File: config.mk
export PLATFORM = sky130hd
export DESIGN_NAME = integer_partition_enumerator_unit
export DESIGN_NICKNAME = d
export VERILOG_FILES = /design/src/rtl/ipe_pkg.sv /design/src/rtl/integer_partition_enumerator_unit.sv
export SDC_FILE = /design/constraint.sdc
export NUM_CORES = 1
export LEC_CHECK = 0
export BUFFER_PORTS_ARGS = -buffer_cell sky130_fd_sc_hd__clkbuf_2
export CORE_UTILIZATION = 60
export DETAILED_ROUTE_END_ITERATION = 7
export GPL_TIMING_DRIVEN = 0
export PLACE_DENSITY_LB_ADDON = 0.1
export REMOVE_ABC_BUFFERS = 1
export SYNTH_ARGS = -nofsm -noshare
export SYNTH_HDL_FRONTEND = slang
export SYNTH_SLANG_ARGS = --single-unit
File: constraint.sdc
create_clock -name clk -period 8.25 [get_ports clk]
set_input_delay 1.65 -clock clk [delete_from_list [all_inputs] [get_ports clk]]
set_output_delay 1.65 -clock clk [all_outputs]
set_load 0.05 [all_outputs]
File: src/rtl/ipe_pkg.sv
// Shared types and constants for the integer partition enumerator.
`default_nettype none
package ipe_pkg;

	localparam int PART_W      = 6;   // width of one part / target
	localparam int MAX_RESULTS = 32;  // most parts one partition may emit

	// input selector codes (travel on s_tuser)
	localparam logic KIND_START = 1'b0;
	localparam logic KIND_NEXT  = 1'b1;

	typedef enum logic [2:0] {
		ST_IDLE,
		ST_SCAN_RD,
		ST_SCAN_CK,
		ST_FILL,
		ST_EMIT_RD,
		ST_EMIT_WR,
		ST_EXH
	} ipe_state_t;

endpackage
`default_nettype wire

File: src/rtl/integer_partition_enumerator_unit.sv
// Top level of the integer partition enumerator: sequencer, part store and output register.
`default_nettype none
// Integer partition enumerator. Walks the partitions of a target integer into
// non-increasing parts in reverse lexicographic order, from the single part
// equal to the target down to all ones. A start beat (s_tuser = 0) loads the
// target from s_tdata and emits the one-part partition; a next beat
// (s_tuser = 1) computes the successor and emits it. Every partition leaves
// as one output beat per part, the final part flagged by m_tlast. Once the
// all-ones partition has been passed (or nothing is loaded, or the target is
// zero) a single exhausted beat is sent: part 0, m_tlast = 1, m_tuser = 1,
// and it repeats on every next beat until a new start. Targets above
// min(MAX_VALUE, 32) saturate to that limit.
// One beat is worked on at a time; s_tready is high only in idle. The part
// store is a single-port-read memory with registered read data. A start
// writes the saturated target as the only part and emits it. A next beat
// scans back over the trailing ones, lowers the first larger part, writes
// the refill parts after it and then emits every part; if the scan reaches
// the front of an all-ones partition an exhausted beat is sent instead.
// Stalls on m_tready hold the sequencer until the output register is free.
// No clearing pass is needed after reset.
module integer_partition_enumerator_unit
	import ipe_pkg::*;
#(
	parameter int MAX_VALUE = 32
) (
	input  wire         clk,
	input  wire         arst_n,
	// slave side
	input  logic        s_tvalid,
	output logic        s_tready,
	input  logic [7:0]  s_tdata,   // [5:0] target_value, [7:6] zero
	input  logic [0:0]  s_tuser,   // [0] kind
	// master side
	output logic        m_tvalid,
	input  logic        m_tready,
	output logic [7:0]  m_tdata,   // [5:0] part, [7:6] zero
	output logic        m_tlast,   // last_part
	output logic [0:0]  m_tuser    // [0] exhausted
);

	localparam int IW  = $clog2(MAX_VALUE);
	// largest target that still fits both the store and one result run
	localparam int LIM = (MAX_VALUE < MAX_RESULTS) ? MAX_VALUE : MAX_RESULTS;

	ipe_state_t state_q, state_nxt;

	// part store
	logic [PART_W-1:0] mem [MAX_VALUE];
	logic [PART_W-1:0] rd_data_q;
	logic [IW-1:0]     rd_addr;
	logic              wr_en;
	logic [IW-1:0]     wr_addr;
	logic [PART_W-1:0] wr_data;

	// sequencer registers
	logic [IW-1:0]     top_q;      // index of last part
	logic              finished_q; // nothing loaded or enumeration over
	logic [IW-1:0]     k_q;        // scan / refill pointer
	logic [PART_W-1:0] rest_q;     // remainder to redistribute
	logic [PART_W-1:0] val_q;      // lowered part value used for refill
	logic [IW-1:0]     e_q;        // emit pointer

	// output register
	logic              m_valid_q;
	logic [PART_W-1:0] part_q;
	logic              last_q;
	logic              exh_q;

	logic              in_acc;
	logic              out_free;
	logic              is_start;
	logic [PART_W-1:0] tgt;
	logic [PART_W-1:0] tgt_sat;
	logic [IW:0]       k_inc;
	logic              k_room;
	logic              rd_is_one;
	logic              refill;
	logic              out_load_part;
	logic              out_load_exh;

	assign in_acc    = s_tvalid && s_tready;
	assign out_free  = !m_valid_q || m_tready;
	assign is_start  = (s_tuser[0] == KIND_START);
	assign tgt       = s_tdata[PART_W-1:0];
	assign tgt_sat   = (tgt > PART_W'(LIM)) ? PART_W'(LIM) : tgt;
	assign k_inc     = {1'b0, k_q} + 1'b1;
	assign k_room    = k_inc < (IW+1)'(MAX_VALUE);
	assign rd_is_one = (rd_data_q == PART_W'(1));
	// the remainder exceeds the lowered part and the store has room for another part
	assign refill    = (rest_q > val_q) && k_room;

	// next state
	always_comb begin
		state_nxt = state_q;
		unique case (state_q)
			ST_IDLE: begin
				if (in_acc) begin
					if (is_start) begin
						state_nxt = (tgt == '0) ? ST_EXH : ST_EMIT_RD;
					end else begin
						state_nxt = finished_q ? ST_EXH : ST_SCAN_RD;
					end
				end
			end
			ST_SCAN_RD: state_nxt = ST_SCAN_CK;
			ST_SCAN_CK: begin
				if (rd_is_one) begin
					state_nxt = (k_q == '0) ? ST_EXH : ST_SCAN_RD;
				end else begin
					state_nxt = ST_FILL;
				end
			end
			ST_FILL: begin
				if (!refill) begin
					state_nxt = ST_EMIT_RD;
				end
			end
			ST_EMIT_RD: state_nxt = ST_EMIT_WR;
			ST_EMIT_WR: begin
				if (out_free) begin
					state_nxt = (e_q == top_q) ? ST_IDLE : ST_EMIT_RD;
				end
			end
			ST_EXH: begin
				if (out_free) begin
					state_nxt = ST_IDLE;
				end
			end
			default: state_nxt = ST_IDLE;
		endcase
	end

	// outputs of the sequencer
	always_comb begin
		s_tready      = 1'b0;
		wr_en         = 1'b0;
		wr_addr       = k_q;
		wr_data       = rest_q;
		rd_addr       = k_q;
		out_load_part = 1'b0;
		out_load_exh  = 1'b0;
		unique case (state_q)
			ST_IDLE: begin
				s_tready = 1'b1;
				if (s_tvalid && is_start && (tgt != '0)) begin
					wr_en   = 1'b1;
					wr_addr = '0;
					wr_data = tgt_sat;
				end
			end
			ST_SCAN_RD: rd_addr = k_q;
			ST_SCAN_CK: begin
				rd_addr = k_q;
				if (!rd_is_one) begin
					wr_en   = 1'b1;
					wr_addr = k_q;
					wr_data = rd_data_q - PART_W'(1);
				end
			end
			ST_FILL: begin
				wr_en   = k_room;
				wr_addr = k_inc[IW-1:0];
				wr_data = (rest_q > val_q) ? val_q : rest_q;
			end
			ST_EMIT_RD: rd_addr = e_q;
			ST_EMIT_WR: begin
				rd_addr       = e_q;
				out_load_part = out_free;
			end
			ST_EXH: out_load_exh = out_free;
			default: ;
		endcase
	end

	// part store, registered read
	always_ff @(posedge clk) begin
		if (wr_en) begin
			mem[wr_addr] <= wr_data;
		end
		rd_data_q <= mem[rd_addr];
	end

	always_ff @(posedge clk or negedge arst_n) begin
		if (!arst_n) begin
			state_q    <= ST_IDLE;
			top_q      <= '0;
			finished_q <= 1'b1;
			k_q        <= '0;
			rest_q     <= '0;
			val_q      <= '0;
			e_q        <= '0;
		end else begin
			state_q <= state_nxt;
			unique case (state_q)
				ST_IDLE: begin
					if (in_acc) begin
						e_q <= '0;
						if (is_start) begin
							if (tgt == '0) begin
								finished_q <= 1'b1;
							end else begin
								top_q      <= '0;
								finished_q <= 1'b0;
							end
						end else begin
							k_q    <= top_q;
							rest_q <= '0;
						end
					end
				end
				ST_SCAN_CK: begin
					rest_q <= rest_q + PART_W'(1);
					if (rd_is_one) begin
						if (k_q == '0) begin
							finished_q <= 1'b1;  // all ones passed
						end else begin
							k_q <= k_q - 1'b1;
						end
					end else begin
						val_q <= rd_data_q - PART_W'(1);
					end
				end
				ST_FILL: begin
					if (refill) begin
						rest_q <= rest_q - val_q;
						k_q    <= k_inc[IW-1:0];
					end else begin
						top_q <= k_room ? k_inc[IW-1:0] : k_q;
					end
				end
				ST_EMIT_WR: begin
					if (out_free) begin
						e_q <= e_q + 1'b1;
					end
				end
				default: ;
			endcase
		end
	end

	// output register
	always_ff @(posedge clk or negedge arst_n) begin
		if (!arst_n) begin
			m_valid_q <= 1'b0;
		end else if (out_load_part || out_load_exh) begin
			m_valid_q <= 1'b1;
		end else if (m_tready) begin
			m_valid_q <= 1'b0;
		end
	end

	always_ff @(posedge clk) begin
		if (out_load_part) begin
			part_q <= rd_data_q;
			last_q <= (e_q == top_q);
			exh_q  <= 1'b0;
		end else if (out_load_exh) begin
			part_q <= '0;
			last_q <= 1'b1;
			exh_q  <= 1'b1;
		end
	end

	assign m_tvalid   = m_valid_q;
	assign m_tdata    = {(8-PART_W)'(0), part_q};
	assign m_tlast    = last_q;
	assign m_tuser[0] = exh_q;

	// an exhausted beat always closes its run
	a_exh_last: assert property (@(posedge clk) disable iff (!arst_n)
		(m_tvalid && m_tuser[0]) |-> m_tlast)
		else $error("exhausted beat without tlast");

	// a loaded partition never outgrows the limit
	a_top_range: assert property (@(posedge clk) disable iff (!arst_n)
		!finished_q |-> ({1'b0, top_q} < (IW+1)'(LIM)))
		else $error("top index beyond limit");

	// refill works with a nonzero part and remainder
	a_fill_nonzero: assert property (@(posedge clk) disable iff (!arst_n)
		(state_q == ST_FILL) |-> ((val_q != '0) && (rest_q != '0)))
		else $error("refill with zero part or remainder");

	// emission never reads past the last part
	a_emit_bound: assert property (@(posedge clk) disable iff (!arst_n)
		(state_q == ST_EMIT_WR) |-> (e_q <= top_q))
		else $error("emit pointer past last part");

endmodule
`default_nettype wire

==> results.py, run 1 <==
metrics = {
    "outcome": {
        "status": "finished clean",
    },
    "cts": {
        "path_clk_slew_ps": 60,
        "clockBufferDepth": 3,
        "holdBufCountCts": 0,
        "cts_setup_buffers": 0,
        "cts_resized": 0,
        "insertion_delay_ps": 540,
        "h-tree-depth": 1,
        "cts_made_buffers": 26,
        "cts_root_buffer": "clkbuf_16",
        "cts_sinks": 238,
        "cts_tree": "done",
    },
    "cells_and_area": {
        "fin_nets": 925,
        "final_cell_area_um2": 12100,
        "final_cell_mix": "edfxtp_1 (199), nand2_1 (123), a21oi_1 (84)",
        "fill_cells": 1316,
        "syn_to_final_growth_pct": 9.79,
        "fin_cells": 1146,
        "diodes": 0,
        "drive_gt1_share_pct": 11.7,
        "fin_util_pct": 67.2,
        "final_common_cell": "edfxtp_1",
    },
    "timing": {
        "skew_ps": 19.2,
        "drv_slew": 0,
        "setup_ws_ps": 3500,
        "hold_viol": 0,
        "fmax_mhz": 210,
        "setup_tns_ps": 0,
        "rsz0062_at_grt": "false",
        "setup-violations-final": 0,
        "slew_headroom_pct": 7.64,
        "worst_slew_pin_slew_ps": 1370,
        "fin_crit_sh_pct": 57.6,
        "holdWs_ps": 496,
        "fin_crit_ps": 4750,
    },
    "critical_path": {
        "crit_path_max_incr_delay_ps": 1040,
        "critPathLaunch": "state_q[1]",
        "worstSetupEndpointType": "flip-flop",
        "cp_slowest_cell": "nor2b_1",
        "regToRegEndpoint": "mem[5][5]",
        "cp.arrival_ps": 4910,
        "rr_worst_depth": 6,
        "path_common_cell": "nand2_1",
        "worstPathMaxFanout": 22,
        "path_class": "flip-flop to flip-flop",
        "cp.required_ps": 8400,
        "crit_chain": "nor2b_1 > nand2_1 > nand2_1 > o21ai_0 > nand2b_1 > nor2_1",
        "cp-endpoint": "mem[5][5]",
        "r2r_start": "state_q[1]",
        "reg2reg_slack_ps": 3500,
        "start_kind": "flip-flop",
    },
    "pwr": {
        "p_leak_nw": 4.26,
        "p_per_area_nw_per_um2": 456,
        "power_mw": 5.50,
        "ir_drop_uv": 274,
    },
    "synthesis": {
        "avgSynthCellArea_um2": 12.3,
        "synth_ff_type": "edfxtp_1",
        "ys_seq_elements": 238,
        "netlist_area_um2": 11000,
        "synth_warnings": 0,
        "synth-edff-count": 199,
        "ys_types": 75,
        "async_flop_share_pct": 13.4,
        "synthCells": 890,
        "synth_seq_area_share_pct": 63.0,
    },
    "global_route": {
        "grt_max_degree": 52,
        "overflow": 0,
        "grt_pass1_wl_um": 39200,
        "grt.total_usage_pct": 28.3,
        "grt_pass1_vias": 7090,
        "antenna_found_initial": 0,
    },
    "die": {
        "num_rows": 49,
        "die_width_um": 137,
        "ios": 25,
        "die_h_um": 137,
        "die_area_um2": 18900,
        "core_area_um2": 18000,
        "start_util_pct": 61.2,
    },
    "job": {
        "drv_cap": 0,
    },
    "drt": {
        "ant_nets": 0,
        "drt_iter0_drc": 937,
        "first_pass_iters": 5,
        "drt-vias-per-instance": 6.58,
        "wirelength_um": 25600,
        "vias": 7542,
        "wl_per_cell_um": 22.4,
        "drc": 0,
    },
    "placement": {
        "dp_hpwl_um": 16600,
        "dpl_worst_slack_ps": 3630,
        "dpl-instance-area_um2": 11200,
        "port_buffers": 20,
        "gp_congestion": 0.924,
        "dpl.cell_count": 1098,
    },
    "worst_hold_path": {
        "hp-class": "flip-flop to flip-flop",
    },
}
## worst min-delay path by stage
stage | startpoint | endpoint | slack, ps | cells after the start
floorplan | val_q[4] | val_q[4] | 450 | 1
global placement | val_q[4] | val_q[4] | 460 | 1
detailed placement | val_q[4] | val_q[4] | 470 | 1
CTS | val_q[4] | val_q[4] | 490 | 1
global route | val_q[4] | val_q[4] | 540 | 1
finish | val_q[4] | val_q[4] | 500 | 1
## sequential cells by signal (all words and copies together), names as in the netlist
name / count
e_q: 5
finished_q: 1
k_q: 5
m_tlast: 1
m_tuser: 1
m_tvalid: 1
mem: 192
part_q: 6
rd_data_q: 6
rest_q: 6
state_q: 3
top_q: 5
val_q: 6
## kinds of logic (layout without fill, tap and decap cells)
kind of cell / Yosys count / in the layout / share of synthesized area, %
XOR/XNOR: 16 / 16 / 1.28
adder cells (fa/ha/maj): 14 / 14 / 1.66
AND/OR/NAND/NOR: 288 / 288 / 12.2
buffers and inverters: 64 / 90 / 2.65
multiplexers: 45 / 45 / 6.34
other: 1 / 2 / 0.0341
flip-flops: 238 / 238 / 63.0
AO/OA/AOI/OAI: 224 / 224 / 12.9
## cells in the mapped netlist, drive strengths merged, types with 18 or more instances
library cell  count  area share (%)
mux2i            23             2.2
nand2           123             4.2
nor2             58             2.0
a22oi            22             1.5
dfrtp            31             7.1
edfxtp          199              54
a21oi            86             4.0
mux4             18             3.7
inv              19            0.65
nand3            24             1.1
clkbuf           25            0.87
buf              19             1.1
o21ai            38             1.8
## report_power, final
group / total [mW] / switching (mW) / leakage (nW) / internal [mW]
combinational: 2.38 / 1.60 / 1.57 / 0.780
sequential: 2.01 / 0.226 / 2.29 / 1.78
clock: 1.11 / 0.468 / 0.395 / 0.642
## layer usage
metal	global-route usage [%]	share of wire [%]	vias up
li1	-	-	3373
met1	39.4	41	3737
met2	45.1	47	372
met3	5.19	8.4	60
met4	9.46	3.0	0
met5	0	0	-
## worst max-delay path, delay by kind of cell, from the launching register on
| family | cells | cell delay [ps] |
|---|---|---|
| compound gates | 1 | 490 |
| flops | 1 | 820 |
| simple gates | 5 | 3050 |
## final cells by class
cell class	count	area (µm²)	area share (%)
clock buffer	29	662	5.49
clock inverter	18	156	1.30
inverter	20	76.3	0.633
multi-input combinational	589	3810	31.6
sequential	238	6920	57.3
tap	229	287	2.38
timing repair buffer	23	158	1.31
Note: power is estimated with default switching activity, not from simulation.
==> inputs of run 2 (changes only) <==
clock period = 4.4 ns   (was 8.25 ns; I/O delays follow)
==> run 2 against run 1 <==
Global-route usage did not move. Via count about the same. Die area did not move. Critical endpoint is now mem[4][4]. Fmax up 12%. Utilization grew 0.056 points.
==> results.py, run 2 (synthesis results as in run 1) <==
metrics = {
    "outcome": {
        "status": "finished clean",
    },
    "critical_path": {
        "start_kind": "flip-flop",
        "path_class": "flip-flop to flip-flop",
        "crit_chain": "inv_1 > nor2_2 > a21oi_1 > a31oi_1 > nand2_1 > nor2_1",
        "worstSetupEndpointType": "flip-flop",
        "cp.arrival_ps": 4410,
        "cp_slowest_cell": "dfrtp_1",
        "cp_top_family": "simple AND/OR/NAND/NOR gates",
        "worstPathMaxFanout": 25,
        "crit_path_max_incr_delay_ps": 980,
        "cp.required_ps": 4560,
        "path_buf_inv": 1,
    },
    "cells_and_area": {
        "final_cell_mix": "edfxtp_1 (199), nand2_1 (123), a21oi_1 (84)",
        "regArea_um2": 6920,
        "multi_input_area_um2": 3820,
        "fin_nets": 925,
        "final_common_cell": "edfxtp_1",
        "fill_cells": 1315,
        "largest_reg_flops": 192,
        "syn_to_final_growth_pct": 9.88,
        "diodes": 0,
        "drive_gt1_share_pct": 11.9,
        "fin_cells": 1146,
        "largest_register": "mem",
        "final_cell_area_um2": 12100,
        "fin_util_pct": 67.2,
    },
    "timing": {
        "fin_crit_sh_pct": 96.6,
        "slew_headroom_pct": 9.04,
        "setup_tns_ps": 0,
        "holdWs_ps": 463,
        "drv_slew": 0,
        "hold_viol": 0,
        "fmax_mhz": 235,
        "worst_slew_pin_slew_ps": 1350,
        "fin_crit_ps": 4250,
        "skew_ps": 21.7,
        "rsz0062_at_grt": "false",
        "setup-violations-final": 0,
    },
    "pwr": {
        "p_per_area_nw_per_um2": 856,
        "p_leak_nw": 4.26,
        "ir_drop_uv": 512,
    },
    "cts": {
        "insertion_delay_ps": 540,
        "path_clk_slew_ps": 60,
        "h-tree-depth": 1,
        "cts_resized": 2,
        "cts_tree": "done",
        "holdBufCountCts": 0,
        "cts_sinks": 238,
        "cts_setup_buffers": 0,
        "cts_root_buffer": "clkbuf_16",
        "cts_made_buffers": 26,
        "clockBufferDepth": 3,
    },
    "die": {
        "start_util_pct": 61.2,
        "die_width_um": 137,
        "die_h_um": 137,
        "ios": 25,
        "die_area_um2": 18900,
        "core_area_um2": 18000,
        "num_rows": 49,
    },
    "worst_hold_path": {
        "hp-class": "primary input to async pin",
    },
    "global_route": {
        "antenna_found_initial": 0,
        "grt.total_usage_pct": 28.3,
        "grt_pass1_vias": 7090,
        "overflow": 0,
        "grt_pass1_wl_um": 39200,
        "grt_max_degree": 52,
    },
    "drt": {
        "drc": 0,
        "ant_nets": 0,
        "wirelength_um": 25700,
        "drt-vias-per-instance": 6.58,
        "first_pass_iters": 6,
        "wl_per_cell_um": 22.4,
        "drt_iter0_drc": 966,
        "vias": 7546,
    },
    "placement": {
        "dpl-instance-area_um2": 11200,
        "port_buffers": 20,
        "dpl.cell_count": 1098,
        "gp_congestion": 0.924,
        "dp_hpwl_um": 16600,
    },
    "job": {
        "drv_cap": 0,
    },
}
[run 2: cell count changes in the layout (fill, tap and decap cells not counted)]
cell     before  now
nor2b_1      16   15
nor2_2        0    1
nor2b_4       0    1
nor2_1       58   57
[run 2: final timing paths]
kind	from	end	slack [ps]	cells after the start
setup / recovery	state_q[0]	mem[4][4]	150	6
max in group asynchronous	arst_n	e_q[4]	3380	1
hold / removal	arst_n	rest_q[2]	460	1
min in group clk	val_q[4]	val_q[4]	500	1
hold reg to reg	val_q[4]	val_q[4]	500	1
setup reg to reg	state_q[0]	mem[4][4]	150	6
[run 2: power breakdown]
part / leakage (nW) / switching, mW / internal, mW
Combinational: 1.58 / 3.01 / 1.47
Sequential: 2.29 / 0.429 / 3.34
Clock: 0.395 / 0.880 / 1.20
[run 2: layout make-up]
type                            count  share of cell area [%]
Inverter                           20                   0.632
Tap cell                          229                    2.37
Clock buffer                       29                    5.48
Multi-Input combinational cell    589                    31.6
Sequential cell                   238                    57.3
Clock inverter                     18                    1.30
Timing Repair Buffer               23                    1.31
[run 2: per-layer routing]
layer	share of wire [%]	GRT usage (%)	wire (µm)
met1	41	39.4	10600
met2	47	45.1	12200
met3	8.6	5.19	2220
met4	2.9	9.46	750
met5	0	0	0
[run 2: metrics by stage]
step	setup slack, ps	total power [mW]
global placement	-722	7.98
detailed placement	-196	8.18
finish	149	10.3
floorplan	871	6.65
global route	9.59	10.8
CTS	216	10.3
==> inputs of run 3 (changes only) <==
ABC_AREA = 1   (was default)
==> run 3 against run 2 <==
Fmax is 8.9% higher. Count of clock-buffer cells in the layout stayed put. Combinational power is 9.4% higher. Sequential share of layout area is 4.2 points lower. Synthesized area is 7.5% higher. Largest cell class unchanged. Synthesized cell count is 47% higher. Final cell count is 38% higher. Critical path depth is 5 higher. Global-route usage is 0.43 points lower. Die area is 7.4% higher. Non-clock buffer count is 4 higher.
==> results.py, run 3 <==
metrics = {
    "synthesis": {
        "ys_types": 41,
        "ys_top_cells_by_count": "nand2_1 (279), inv_1 (258), nand3_1 (239), edfxtp_1 (199), nor2_1 (78)",
        "synth_top_cell_area_share_pct": 50.6,
        "synth_area_leaders": "edfxtp_1 (51%), nand3_1 (10%), nand2_1 (8.9%)",
        "synth-edff-count": 199,
        "synth_warnings": 0,
        "yosysTopAreaCell": "edfxtp_1",
        "async_flop_share_pct": 13.4,
        "synth_seq_area_share_pct": 58.5,
        "ys_seq_elements": 238,
        "synthCells": 1304,
        "netlist_area_um2": 11800,
        "avgSynthCellArea_um2": 9.06,
        "synth_ff_type": "edfxtp_1",
        "yosysMostFrequentCell": "nand2_1",
    },
    "global_route": {
        "top_usage_layer": "met2",
        "use_met1_pct": 38.7,
        "overflow": 0,
        "gr-usage-met3_pct": 3.23,
        "grt.total_usage_pct": 27.8,
        "grt_pass1_vias": 8093,
        "grt_pass1_wl_um": 42500,
        "gr-usage-met2_pct": 45.1,
        "antenna_found_initial": 0,
        "grt_max_degree": 85,
    },
    "placement": {
        "dpl_worst_slack_ps": 670,
        "port_buffers": 20,
        "dp_hpwl_um": 17500,
        "gp_congestion": 0.905,
    },
    "pwr": {
        "p_per_area_nw_per_um2": 806,
        "power_mw": 10.5,
        "pwr-share-seq_pct": 32.7,
        "clockPowerShare_pct": 20.6,
        "p_leak_nw": 5.77,
        "switching_share_pct": 43.8,
        "intPower_mw": 5.90,
        "p_sw_mw": 4.60,
        "ir_drop_uv": 433,
        "combPwrFrac_pct": 46.7,
    },
    "cells_and_area": {
        "largest_register": "mem",
        "fin_nets": 1334,
        "final_cell_mix": "nand2_1 (278), inv_1 (258), nand3_1 (239)",
        "fin_util_pct": 68.5,
        "drive_gt1_share_pct": 6.64,
        "final_common_cell": "nand2_1",
        "regArea_um2": 6920,
        "fill_cells": 1502,
        "syn_to_final_growth_pct": 10.3,
        "multi_input_area_um2": 3700,
        "largest_reg_flops": 192,
        "diodes": 0,
    },
    "critical_path": {
        "cp.required_ps": 4820,
        "r2r_start": "state_q[1]",
        "rr_worst_depth": 11,
        "regToRegEndpoint": "rd_data_q[5]",
        "critPathLaunch": "state_q[1]",
        "worstSetupEndpointType": "flip-flop",
        "cp-endpoint": "rd_data_q[5]",
        "path_class": "flip-flop to flip-flop",
        "reg2reg_slack_ps": 500,
        "cp.arrival_ps": 4330,
        "worstPathMaxFanout": 84,
        "start_kind": "flip-flop",
    },
    "die": {
        "die_area_um2": 20300,
        "start_util_pct": 62.1,
        "die_h_um": 142,
        "die_width_um": 142,
        "ios": 25,
        "core_area_um2": 19000,
        "num_rows": 50,
    },
    "outcome": {
        "status": "finished clean",
    },
    "cts": {
        "cts_tree": "done",
        "holdBufCountCts": 0,
        "path_clk_slew_ps": 70,
        "clockBufferDepth": 3,
        "cts_setup_buffers": 0,
        "cts_made_buffers": 25,
        "h-tree-depth": 1,
        "cts_root_buffer": "clkbuf_16",
        "insertion_delay_ps": 540,
        "cts_resized": 0,
        "cts_sinks": 238,
    },
    "timing": {
        "fin_crit_ps": 3900,
        "rsz0062_at_grt": "false",
        "hold_viol": 0,
        "slew_headroom_pct": 4.83,
        "holdWs_ps": 441,
        "drv_slew": 0,
        "setup_ws_ps": 497,
        "setup-violations-final": 0,
        "setup_tns_ps": 0,
        "skew_ps": 19.4,
        "fin_crit_sh_pct": 88.7,
        "fmax_mhz": 256,
        "worst_slew_pin_slew_ps": 1420,
    },
    "drt": {
        "drt-vias-per-instance": 5.47,
        "vias": 8663,
        "drt_iter0_drc": 721,
        "first_pass_iters": 8,
        "drc": 0,
        "ant_nets": 0,
        "wl_per_cell_um": 17.0,
        "wirelength_um": 26900,
    },
    "worst_hold_path": {
        "hp-class": "primary input to async pin",
    },
    "job": {
        "drv_cap": 0,
    },
}
==> run 3: cell count changes after synthesis, sizes merged, moves of 14 or more <==
cell	delta
a21oi	-62
a22oi	-20
a31oi	-17
buf	+17
inv	+243
mux2i	-23
mux4	-18
nand2	+161
nand3	+216
nor2	+22
nor2b	-16
o21ai	+14
==> run 3: worst min path at each step <==
| stage | from | endpoint | slack, ps | cells after the start |
|---|---|---|---|---|
| 2_1_floorplan | finished_q | finished_q | 440 | 2 |
| 3_3_place_gp | m_tuser | m_tuser | 440 | 2 |
| 3_5_place_dp | m_tuser | m_tuser | 450 | 2 |
| 4_1_cts | arst_n | m_tvalid | 460 | 1 |
| 5_1_grt | m_tuser | m_tuser | 490 | 2 |
| 6_report | arst_n | rest_q[5] | 440 | 1 |
==> run 3: power groups by stage <==
stage	combinational, mW	sequential (mW)	clock, mW
2_1_floorplan	2.94	3.53	0
3_3_place_gp	4.44	3.55	0
3_5_place_dp	4.82	3.47	0
4_1_cts	4.85	3.43	2.18
5_1_grt	5.38	3.47	2.27
6_report	4.90	3.44	2.17
==> run 3: layer usage <==
metal / up-vias / wire (µm)
met5: - / 0
met4: 0 / 916
met3: 60 / 1970
met2: 351 / 12400
met1: 3997 / 11600
li1: 4255 / -
==> run 3: final cells by class <==
cell class                      instances  area share [%]
Tap cell                              260            2.50
Multi-Input combinational cell        751            28.4
Timing Repair Buffer                   27            1.96
Sequential cell                       238            53.1
Clock inverter                         16            1.55
Clock buffer                           29            4.91
Inverter                              264            7.60
==> run 3: metrics by stage <==
stage / area [µm²] / std cells
after floorplan: 11500 / 1253
after global placement: 11900 / 1533
after detailed placement: 12200 / 1540
after CTS: 13000 / 1585
after global routing: 13000 / 1585
final: 13000 / 1585
==> run 3: logic make-up after synthesis <==
family / share of synthesized area (%)
simple gates: 22.7
buf+inv: 10.9
flops: 58.5
compound gates: 5.19
xor+xnor: 1.04
fa+ha+maj: 1.55
other cells: 0.0317
==> run 3: worst max-delay path: stages (launching register included) <==
cell     delay, ps
dfrtp_1        420
inv_1          130
nand3_4        140
nand3_1       1010
nand2_4       1250
nand2_1        120
nand3_1        160
nand3_1         90
nand3_1        160
nand2_1        110
nand2_1        100
nand2_1         70
